$ cat src/rtl/crcfr_pkg.sv
// Package with shared types and constants for the CRC-8 checked frame receiver.
package crcfr_pkg;

    localparam int unsigned BYTE_W    = 8;
    localparam int unsigned COORD_W   = 16;
    localparam int unsigned CFG_IDX_W = 2;
    localparam int unsigned CFG_DAT_W = 8;

    localparam logic [BYTE_W-1:0] CRC_INIT = 8'hFF;
    localparam logic [BYTE_W-1:0] CRC_POLY = 8'h31;
    localparam logic [BYTE_W-1:0] CRC_TOP  = 8'h80;

    localparam logic [BYTE_W-1:0] HEADER_RESET  = 8'hAA;
    localparam logic [BYTE_W-1:0] TRAILER_RESET = 8'h55;

    localparam logic [CFG_IDX_W-1:0] REG_HEADER  = 2'd0;
    localparam logic [CFG_IDX_W-1:0] REG_TRAILER = 2'd1;

    // Result of one processed byte: good is set when that byte completed a valid frame.
    typedef struct packed {
        logic                      good;
        logic [BYTE_W-1:0]         color;
        logic signed [COORD_W-1:0] x;
        logic signed [COORD_W-1:0] y;
    } frame_t;

endpackage

$ cat src/rtl/crc8_checked_frame_receiver.sv
// Top level of the CRC-8 checked frame receiver.
//
//   Channel   Direction  Handshake            Payload
//   s_        in         s_valid / s_ready    s_rx_byte
//   m_        out        m_valid / m_ready    m_target_color, m_target_x, m_target_y
//   cfg_      in         cfg_wr_en            cfg_index, cfg_wdata
//
// One byte is taken per cycle while s_ready is high. A result is registered after the
// transaction that carries the tail byte: the byte waits in the input register until
// the result register is free while the parser logic checks the frame, and then the
// result register loads. Reset is synchronous and active low; it clears the frame
// position, running CRC, input and result registers and restores register defaults.
// When a result waits on m_ready, one more byte can still be taken into the
// input register; further bytes stall until the result is taken.
module crc8_checked_frame_receiver #(
    parameter int unsigned FRAME_BYTES = 8
) (
    input  logic                                    aclk,
    input  logic                                    aresetn,

    input  logic                                    s_valid,
    output logic                                    s_ready,
    input  logic [crcfr_pkg::BYTE_W-1:0]            s_rx_byte,

    output logic                                    m_valid,
    input  logic                                    m_ready,
    output logic [crcfr_pkg::BYTE_W-1:0]            m_target_color,
    output logic signed [crcfr_pkg::COORD_W-1:0]    m_target_x,
    output logic signed [crcfr_pkg::COORD_W-1:0]    m_target_y,

    input  logic                                    cfg_wr_en,
    input  logic [crcfr_pkg::CFG_IDX_W-1:0]         cfg_index,
    input  logic [crcfr_pkg::CFG_DAT_W-1:0]         cfg_wdata
);

    logic                                 in_valid_reg;
    logic [crcfr_pkg::BYTE_W-1:0]         in_byte_reg;
    logic [crcfr_pkg::BYTE_W-1:0]         header_reg;
    logic [crcfr_pkg::BYTE_W-1:0]         trailer_reg;
    logic                                 out_free;
    logic                                 step;
    crcfr_pkg::frame_t                    frame;

    logic                                 m_valid_reg;
    logic [crcfr_pkg::BYTE_W-1:0]         color_reg;
    logic signed [crcfr_pkg::COORD_W-1:0] x_reg;
    logic signed [crcfr_pkg::COORD_W-1:0] y_reg;

    // The result register can take a new value when it is empty or being drained.
    assign out_free = !m_valid_reg || m_ready;
    // The byte in the input register is processed only when its possible result fits.
    assign step     = in_valid_reg && out_free;
    assign s_ready  = !in_valid_reg || out_free;

    // Configuration registers. Indexes beyond the register list are ignored.
    always_ff @(posedge aclk) begin
        if (!aresetn) begin
            header_reg  <= crcfr_pkg::HEADER_RESET;
            trailer_reg <= crcfr_pkg::TRAILER_RESET;
        end else if (cfg_wr_en) begin
            case (cfg_index)
                crcfr_pkg::REG_HEADER:  header_reg  <= cfg_wdata;
                crcfr_pkg::REG_TRAILER: trailer_reg <= cfg_wdata;
                default: ;
            endcase
        end
    end

    // Input register: holds one accepted byte until the parser consumes it.
    always_ff @(posedge aclk) begin
        if (!aresetn) begin
            in_valid_reg <= 1'b0;
        end else if (s_ready) begin
            in_valid_reg <= s_valid;
        end
    end

    always_ff @(posedge aclk) begin
        if (s_valid && s_ready) begin
            in_byte_reg <= s_rx_byte;
        end
    end

    crcfr_frame_parser #(
        .FRAME_BYTES (FRAME_BYTES)
    ) u_parser (
        .aclk          (aclk),
        .aresetn       (aresetn),
        .step          (step),
        .rx_byte       (in_byte_reg),
        .header_value  (header_reg),
        .trailer_value (trailer_reg),
        .frame         (frame)
    );

    // Result register. A bad frame or a mid-frame byte leaves it empty.
    always_ff @(posedge aclk) begin
        if (!aresetn) begin
            m_valid_reg <= 1'b0;
        end else if (out_free) begin
            m_valid_reg <= step && frame.good;
        end
    end

    always_ff @(posedge aclk) begin
        if (out_free && step && frame.good) begin
            color_reg <= frame.color;
            x_reg     <= frame.x;
            y_reg     <= frame.y;
        end
    end

    assign m_valid        = m_valid_reg;
    assign m_target_color = color_reg;
    assign m_target_x     = x_reg;
    assign m_target_y     = y_reg;

endmodule

$ cat src/rtl/crcfr_crc8_step.sv
// One byte step of the CRC-8 (poly 0x31, MSB first) as combinational logic.
module crcfr_crc8_step (
    input  logic [crcfr_pkg::BYTE_W-1:0] crc_in,
    input  logic [crcfr_pkg::BYTE_W-1:0] data_in,
    output logic [crcfr_pkg::BYTE_W-1:0] crc_out
);

    always_comb begin
        logic [crcfr_pkg::BYTE_W-1:0] c;
        c = crc_in ^ data_in;
        for (int k = 0; k < crcfr_pkg::BYTE_W; k++) begin
            if ((c & crcfr_pkg::CRC_TOP) != '0) begin
                c = (c << 1) ^ crcfr_pkg::CRC_POLY;
            end else begin
                c = c << 1;
            end
        end
        crc_out = c;
    end

endmodule

$ cat src/rtl/crcfr_frame_parser.sv
// Frame position tracking, running CRC, byte store and frame check.
module crcfr_frame_parser #(
    parameter int unsigned FRAME_BYTES = 8
) (
    input  logic                         aclk,
    input  logic                         aresetn,
    input  logic                         step,
    input  logic [crcfr_pkg::BYTE_W-1:0] rx_byte,
    input  logic [crcfr_pkg::BYTE_W-1:0] header_value,
    input  logic [crcfr_pkg::BYTE_W-1:0] trailer_value,
    output crcfr_pkg::frame_t            frame
);

    localparam int unsigned POS_W = $clog2(FRAME_BYTES);
    localparam logic [POS_W-1:0] POS_LAST    = POS_W'(FRAME_BYTES - 1);
    localparam logic [POS_W-1:0] POS_CRC     = POS_W'(FRAME_BYTES - 2);

    logic [POS_W-1:0]                pos_reg, pos_next, pos_start;
    logic [crcfr_pkg::BYTE_W-1:0]    crc_reg, crc_next, crc_base, crc_step;
    logic [crcfr_pkg::BYTE_W-1:0]    store_reg [FRAME_BYTES];
    logic                            last_byte;

    crcfr_crc8_step u_crc (
        .crc_in  (crc_base),
        .data_in (rx_byte),
        .crc_out (crc_step)
    );

    always_comb begin
        pos_start = (rx_byte == header_value) ? '0 : pos_reg;
        crc_base  = (pos_start == '0) ? crcfr_pkg::CRC_INIT : crc_reg;
        // The CRC byte and the tail byte are not covered by the CRC.
        crc_next  = (pos_start < POS_CRC) ? crc_step : crc_base;
        last_byte = (pos_start == POS_LAST);
        pos_next  = last_byte ? '0 : pos_start + 1'b1;

        frame.good  = last_byte && (rx_byte == trailer_value)
                      && (store_reg[POS_CRC] == crc_next);
        frame.color = store_reg[1];
        frame.x     = {store_reg[3], store_reg[2]};
        frame.y     = {store_reg[5], store_reg[4]};
    end

    always_ff @(posedge aclk) begin
        if (!aresetn) begin
            pos_reg <= '0;
            crc_reg <= crcfr_pkg::CRC_INIT;
        end else if (step) begin
            pos_reg <= pos_next;
            crc_reg <= crc_next;
        end
    end

    always_ff @(posedge aclk) begin
        if (step) begin
            store_reg[pos_start] <= rx_byte;
        end
    end

endmodule

$ cat config.mk
export PLATFORM = sky130hd
export DESIGN_NAME = crc8_checked_frame_receiver
export DESIGN_NICKNAME = d
export VERILOG_FILES = /design/src/rtl/crcfr_pkg.sv /design/src/rtl/crc8_checked_frame_receiver.sv /design/src/rtl/crcfr_crc8_step.sv /design/src/rtl/crcfr_frame_parser.sv
export SDC_FILE = /design/constraint.sdc
export NUM_CORES = 1
export LEC_CHECK = 0
export BUFFER_PORTS_ARGS = -buffer_cell sky130_fd_sc_hd__clkbuf_2
export CORE_MARGIN = 2
export CORE_UTILIZATION = 32
export CTS_BUF_LIST = sky130_fd_sc_hd__clkbuf_8
export DETAILED_ROUTE_END_ITERATION = 12
export PLACE_DENSITY = 0.5
export SYNTH_ARGS = -nofsm -noshare
export SYNTH_HDL_FRONTEND = slang
export SYNTH_HIERARCHICAL = 1
export SYNTH_SLANG_ARGS = --single-unit
$ cat constraint.sdc
create_clock -name aclk -period 6.79 [get_ports aclk]
set_clock_uncertainty 0.2 [all_clocks]
set_input_delay 1.358 -clock aclk [delete_from_list [all_inputs] [get_ports aclk]]
set_output_delay 1.358 -clock aclk [all_outputs]
set_load 0.01 [all_outputs]
**Word level (Yosys, flattened, before mapping)**

Memories as Yosys holds them, arrays and structs flattened. A register that Yosys moved wholly into a read port is not among the register bits.
Cells that the tools add are included.

- Add/subtract/negate cells: 1
- $mul: 0
- Div/mod/pow operators: 0
- Order comparisons: 1
- Equality and inequality tests: 5
- Shifts and indexed selects: 0
- Multiplexer cells: 14
- Bitwise logic cells: 9
- Reductions and logical operators: 15

Operators with widths:

| kind | count |
|---|---|
| 6-bit two-way mux | 8 |
| 8-bit equality test | 3 |
| 3-bit inverter | 8 |
| 8-bit two-way mux | 2 |
| 8-bit bitwise XOR | 1 |
| 1-bit logical AND | 7 |
| 3-bit two-way mux | 2 |
| 2-bit AND reduction | 2 |
| 3-bit by 1-bit adder with 3-bit output (second input constant) | 1 |
| 3-bit equality test (second input constant) | 1 |
| 3-bit logical NOT | 1 |
| 3-bit < comparator (second input constant) | 1 |
| 2-bit by 1-bit equality test with 1-bit output (second input constant) | 1 |
| 1-bit logical NOT | 2 |
| 2-bit logical NOT | 1 |
| 1-bit logical OR | 2 |
| 1-bit two-way mux | 2 |

- Flip-flop bits (word level): 37
- Latch bits: 0
- Memory bits (writable): 64
- Memory bits (read-only): 0
- Input bits: 23
- Output and inout port bits: 42
- Word-level logic and storage cells: 53
- Memories kept: 1

Memories:

| memory | depth | width | read ports | clocked after memory_dff | wr ports | line | source |
|---|---|---|---|---|---|---|---|
| u_parser.store_reg | 8 | 8 | 6 | 5 | 1 | crcfr_frame_parser.sv:20 | `logic [crcfr_pkg::BYTE_W-1:0] store_reg [FRAME_BYTES];` |

**Depth between registers and ports, before layout**

Gate-level depths: netlist of the first run.

- Word-level depth: 25
- Depth in mapped cells: 19
- Mapped depth without buffers: 19

**By module**

Netlist of the first run, hierarchy kept.

By module, submodules not included:

| module | instances | cells an instance | area each (sq um) | sequential area each (sq um) |
|---|---|---|---|---|
| crcfr_frame_parser | 1 | 159 | 2381.0 | 1661.6 |
| crc8_checked_frame_receiver | 1 | 132 | 2248.4 | 1801.7 |
| crcfr_crc8_step | 1 | 21 | 235.2 | 0.0 |

**Worst setup path before layout of the first run**

Ideal clock, no wire load.

- Path kind: flip-flop to flip-flop
- From: register in_byte_reg[6] (netlist name)
- To: register color_reg (netlist bit m_target_color[0]), read port of u_parser.store_reg (enable)
- Setup time: 0.442 ns
- Data arrival time: 5.299 ns
- Data required time: 6.148 ns
- Setup slack: 0.849 ns
- Cell stages (with the launch flop): 20
- Buffers on the path: 0
- Clock period less this slack: 5.941 ns
- Path through: edfxtp_1 xor2_1 nor4_2 nand2_1 and2_1 inv_1 ha_1 nand2_1 nand2b_1 xnor2_1 xnor3_2 xnor2_1 xor2_1 a21oi_1 nand4_1 mux2i_1 o211ai_1 nor4_1 nand2_1 nor2b_1

RTL lines:

| element | line | source |
|---|---|---|
| start, declared | crc8_checked_frame_receiver.sv:37 | `logic [crcfr_pkg::BYTE_W-1:0] in_byte_reg;` |
| start signal, assigned | crc8_checked_frame_receiver.sv:80 | `in_byte_reg <= s_rx_byte;` |
| end, declared | crc8_checked_frame_receiver.sv:45 | `logic [crcfr_pkg::BYTE_W-1:0] color_reg;` |

==> flow_summary.ini, run 1 <==
[status]
outcome = complete, no violations

[drt]
wl_per_cell_um = 16.1
vias = 2636
drc = 0
wl_mm = 9.52
first_pass_iters = 4
viasPerCell = 4.46
drtIter0Drc = 145
antenna_left = 0

[cts]
cts_tree = done
numCtsBuffers = 17
hold_buffers = 0
cts_setup_buffers = 0
clock_latency_ps = 430
clockBufferDepth = 2
clk_pin_slew_ps = 70
cts_resized = 0
h-tree-depth = 4
cts.sinks = 125
clockRootBuffer = clkbuf_8

[cells_and_area]
largest_reg_flops = 48
num_antenna_cells = 0
drive_gt1_frac = 0.263
area_growth_syn_to_layout_pct = 18.6
nNetsFinal = 416

[min_path]
hold_class = reg2reg
min_path_cells = 0

[power_and_ir_drop]
p_comb_frac = 0.074
p_sw_uw = 356
power_density_nw_per_um2 = 271
ir_worst_vdd_mv = 0.0979
switching_share = 0.228
p_clk_frac = 0.381
internal_power_uw = 1210
leakage_uw = 0.00219
power.share.sequential = 0.545

[global_routing]
grt_first_pass_wirelength_mm = 15.0
grt_pass1_vias = 2703
antenna_found_initial = 0
grt_remaining_overflow = 0
grtUsageTotal = 0.127
grt_max_degree = 38

[logic_synthesis]
synthCells = 312
avgSynthCellArea_um2 = 15.6
synth_area_leader_cell = edfxtp_1
yosysWarningCount = 6
ys_ff_latch = 125
synth_edf_count = 96
async_flop_share = 0
synthesis.area_um2 = 4860
ys_seq_area_frac = 0.712
synth_fp_nets = 338
yosysUniqueCellTypes = 35
synth_top_area_frac = 0.593
ys_top_cells_by_area = edfxtp_1, dfxtp_1, mux2i_1, xnor2_1, xor2_1
synthFlopType = edfxtp_1

[worst_setup_path]
cp_max_fo = 17
critPathKind = reg2reg
reg2regPathDepth = 20
critPathMaxStageDelay_ps = 640
cp.required_ps = 6710
cpMaxStageDelayCell = edfxtp_1
crit_chain = xor2_1 > nor4_2 > nand2_1 > and2_1 > inv_1 > ha_1 > nand2_1 > nand2b_1 > xnor2_1 > xnor3_2 > xnor2_1 > xor2_1 > a21oi_1 > nand4_1 > mux2i_1 > o211ai_1 > nor4_1 > nand2_1 > nor2b_4 > buf_4
critPathArrivalTime_ps = 5360
cp_common_cell = nand2_1
worst-path-stages = 20
cp-start-kind = flop
cp-end-kind = flop
crit_buf_inv = 2
cp_top_family = simple AND/OR/NAND/NOR gates

[die]
die_area_um2 = 16200
die_w_um = 127
rows = 45
initial_core_util = 0.324
die-height_um = 127
ios = 65
core_area_um2 = 15000

[timing]
rsz0062_at_grt = false
layout_min_cycle_time_ps = 5430
fmax_ghz = 0.184
slew_viol_final = 0
setup_viol = 0
period_share = 0.800
max_slew_margin = 0.198
tightest_slew_ps = 1190
post-route-worst-setup-slack_ps = 1360
finalSetupTns_ps = 0
hold_violations = 0

[placement]
port_buffers = 64
gp_congestion = 0.798
dp_hpwl_mm = 6.41
post-place-ws_ps = 1300

[flow_run]
drv_cap = 0
[through the flow]
step | cells | util | hold slack (ps) | instance area (µm²) | total power, µW
6_report | 591 | 0.384 | 216 | 5770 | 1560
5_1_grt | 591 | 0.384 | 222 | 5770 | 1630
4_1_cts | 591 | 0.384 | 220 | 5770 | 1590
3_5_place_dp | 559 | 0.359 | 206 | 5400 | 983
3_3_place_gp | 559 | 0.359 | 203 | 5400 | 985
2_1_floorplan | 312 | - | 200 | 4860 | 952
[power groups by stage]
| stage | combinational, µW | sequential, µW | clock (µW) |
|---|---|---|---|
| final | 115 | 851 | 596 |
| after global routing | 128 | 853 | 653 |
| after CTS | 116 | 851 | 618 |
| after detailed placement | 115 | 868 | 0 |
| after global placement | 117 | 868 | 0 |
| after floorplan | 91.7 | 860 | 0 |
[cells in the final DEF (no fill, tap or decap), types with 2 or more instances in the layout]
cell type,count
nand3b_1,2
and2_1,3
a21boi_0,2
nand2_1,32
edfxtp_1,96
clkinv_4,3
ha_1,3
nand4b_1,4
buf_4,5
nand4bb_1,4
clkinv_2,2
nor3_1,3
clkbuf_2,64
nand4_1,2
xnor2_1,23
nand2b_1,10
nor4_2,2
nor2b_1,2
bufinv_16,2
inv_1,19
o211ai_1,10
nor4_1,3
xnor2_2,3
dfxtp_1,29
clkbuf_8,17
mux2i_1,22
xor2_1,20
nor2_1,2
a21oi_1,2
[cell type report]
class,instances,area [µm²]
fillers,1416,9260
flip-flops and latches,125,3460
multi-input cells,163,1290
repair buffers,69,358
well taps,188,235
clock buffers,17,234
clock inverters,15,135
inverters,14,52.6
[worst reg2reg max path, delay by kind of cell, from the launching register on]
family | cells | cell delay (ps)
xor gates and xnor gates | 5 | 1270
DFF | 1 | 640
AOI/OAI and AO/OA | 2 | 230
muxes | 1 | 150
buffers and inverters | 2 | 390
and+or+nand+nor | 9 | 2100
adders and majority gates | 1 | 140
[Yosys cell counts (2+ instances only)]
library cell  number
clkbuf_1           2
nand4bb_1          4
a21oi_1            2
nor3_1             3
nand2b_1          10
inv_1             14
mux2i_1           22
nor4_2             2
xnor2_2            3
a21boi_0           2
and2_1             3
buf_2              4
o211ai_1          10
nand3b_1           2
edfxtp_1          96
nand4b_1           4
ha_1               3
buf_6              2
nand4_1            2
dfxtp_1           29
nor2b_1            3
nor4_1             3
nor2_1             2
xor2_1            20
xnor2_1           23
buf_4              2
nand2_1           32
[logic make-up after synthesis]
logic type	synth area share
XOR/XNOR	0.0970
AND/OR/NAND/NOR	0.0895
buffers and inverters	0.0242
flip-flops	0.712
adder cells (fa/ha/maj)	0.00772
multiplexers	0.0453
AO/OA/AOI/OAI	0.0244
[routing by layer]
metal  vias up  wire length (µm)  part of all wire  GRT usage
met5         -                 0                 0          0
met4         0               143             0.015     0.0485
met3        13               406             0.043     0.0469
met2        61              4590              0.48      0.202
met1      1275              4380              0.46      0.159
li1       1287                 -                 -          -
[worst paths after layout]
path                            start            end  slack [ps]
max reg2reg            in_byte_reg[7]  m_target_y[4]        1360
min          u_parser/store_reg[2][0]  m_target_x[0]         220
min reg2reg  u_parser/store_reg[2][0]  m_target_x[0]         220
max                    in_byte_reg[7]  m_target_y[4]        1360
No activity file was read; power rests on OpenSTA's default activity.
==> inputs of run 2 (changes only) <==
Settings changed: ABC_AREA set to 1, PLACE_DENSITY 0.5 to 0.52.
Clock period 6.79 ns to 4.5 ns, I/O delays scaled along.
==> run 2 against run 1 <==
- sequential power rose by 50%
- register-to-register slack got worse by 860 ps
- power up 61%
- sequential share of layout area shrank 4.3 points
- highest routed layer unchanged
==> flow_summary.ini, run 2 <==
[timing]
hold_violations = 0
finalSetupTns_ps = 0
setup_viol = 0
fmax_ghz = 0.250
slew_viol_final = 0
max_slew_margin = 0.430
tightest_slew_ps = 852
rsz0062_at_grt = false
layout_min_cycle_time_ps = 4000
period_share = 0.890

[worst_setup_path]
cp-start-kind = flop
cp_max_fo = 40
cp_common_cell = nand2_1
cpMaxStageDelayCell = edfxtp_1
cp.required_ps = 4420
cp-end-kind = flop
critPathArrivalTime_ps = 3920
critPathMaxStageDelay_ps = 470
critPathKind = reg2reg

[die]
die_area_um2 = 17300
die-height_um = 132
rows = 46
core_area_um2 = 15900
die_w_um = 132
ios = 65
initial_core_util = 0.328

[logic_synthesis]
synthCells = 468
async_flop_share = 0
ys_top_cells_by_area = edfxtp_1, dfxtp_1, nand2_1, inv_1, nand3_1
avgSynthCellArea_um2 = 11.1
yosysUniqueCellTypes = 32
synth_top_area_frac = 0.554
ys_ff_latch = 125
synthesis.area_um2 = 5200
synth_common_cells = nand2_1, edfxtp_1, inv_1
synthFlopType = edfxtp_1
synth_most_common_cell = nand2_1
synth_edf_count = 96
synth_fp_nets = 494
synth_area_leader_cell = edfxtp_1
yosysWarningCount = 6
ys_seq_area_frac = 0.666

[global_routing]
grtUsageTotal = 0.133
grt_pass1_vias = 3343
grt_remaining_overflow = 0
grt_first_pass_wirelength_mm = 17.6
grt_max_degree = 41
antenna_found_initial = 0

[cts]
numCtsBuffers = 17
clockRootBuffer = clkbuf_8
clk_pin_slew_ps = 70
cts_resized = 0
hold_buffers = 0
cts.sinks = 125
cts_tree = done
clockBufferDepth = 2
h-tree-depth = 4
cts_setup_buffers = 0
clock_latency_ps = 430

[cells_and_area]
drive_gt1_frac = 0.234
seq_area_um2 = 3460
largest_reg_flops = 48
multiInputGateArea_um2 = 1440
fin_cells = 779
nNetsFinal = 577
num_antenna_cells = 0
final_common_cell = nand2_1
nFillCells = 1587
final_cell_mix = nand2_1, edfxtp_1, clkbuf_2, inv_1, nand3_1
area_growth_syn_to_layout_pct = 19.5

[drt]
wl_per_cell_um = 13.9
drc = 0
routedLengthMet1_mm = 4.86
first_pass_iters = 4
wl_met3_um = 444
dr_wl_met2_mm = 5.38
viasPerCell = 4.39
drtIter0Drc = 213
vias = 3422
top_layer_used = met4
antenna_left = 0
wl_mm = 10.8

[placement]
place_inst = 748
dp_hpwl_mm = 7.57
port_buffers = 64
gp_congestion = 0.812

[power_and_ir_drop]
power_density_nw_per_um2 = 404
leakage_uw = 0.00262
p_total_uw = 2510
ir_worst_vdd_mv = 0.189

[min_path]
hold_class = reg2reg

[flow_run]
drv_cap = 0

[status]
outcome = complete, no violations
## run 2: changes by cell type after synthesis, sizes merged, moves of 5 or more
cell / delta
xnor2: -6
nand2: +108
nor4: -5
nor2: +27
nand2b: -10
nand3: +38
xor2: -16
inv: +41
nand4: +13
mux2i: -22
## run 2: metrics by stage
step | area [µm²] | util | worst slack, ps | hold WS [ps]
floorplan | 5210 | - | 141 | 200
global placement | 5810 | 0.366 | 545 | 201
detailed placement | 5810 | 0.366 | 463 | 205
CTS | 6210 | 0.391 | 464 | 222
global route | 6210 | 0.391 | 15.3 | 227
finish | 6210 | 0.391 | 495 | 219
## run 2: layout make-up
type	instances	share of cell area
Clock inverter	14	0.0274
Timing Repair Buffer	77	0.0693
Sequential cell	125	0.557
Multi-Input combinational cell	275	0.232
Inverter	55	0.0332
Tap cell	216	0.0435
Clock buffer	17	0.0376
## run 2: final timing paths
kind | endpoint | start | depth (start not counted) | slack [ps]
setup reg to reg | m_target_y[7] | in_byte_reg[5] | 28 | 500
setup / recovery | m_target_y[7] | in_byte_reg[5] | 28 | 500
hold / removal | m_target_color[0] | u_parser/store_reg[1][0] | 0 | 220
hold reg to reg | m_target_color[0] | u_parser/store_reg[1][0] | 0 | 220
## run 2: layer usage
layer  GRT usage  up-vias
met5           0        -
met2       0.223       79
met1       0.160     1616
met3      0.0382        7
li1            -     1720
met4      0.0543        0
## run 2: critical path: cells and delay by family, from the launching register on
family,cells,cell delay (ps)
fa+ha+maj,1,160
buf+inv,3,410
flops,1,470
simple gates,24,2450
## run 2: report_power, final
part / internal [µW] / switching, µW / leakage, µW
clock: 545 / 441 / 0.000200
sequential: 1260 / 19.6 / 0.00111
combinational: 90.1 / 157 / 0.00132
## run 2: cell families (layout without fill, tap and decap cells)
group,after synthesis,in the layout,share of synthesized area
AND/OR/NAND/NOR,230,230,0.201
flip-flops,125,125,0.666
buffers and inverters,68,163,0.0596
XOR/XNOR,24,24,0.0433
AO/OA/AOI/OAI,18,18,0.0228
adder cells (fa/ha/maj),3,3,0.00722
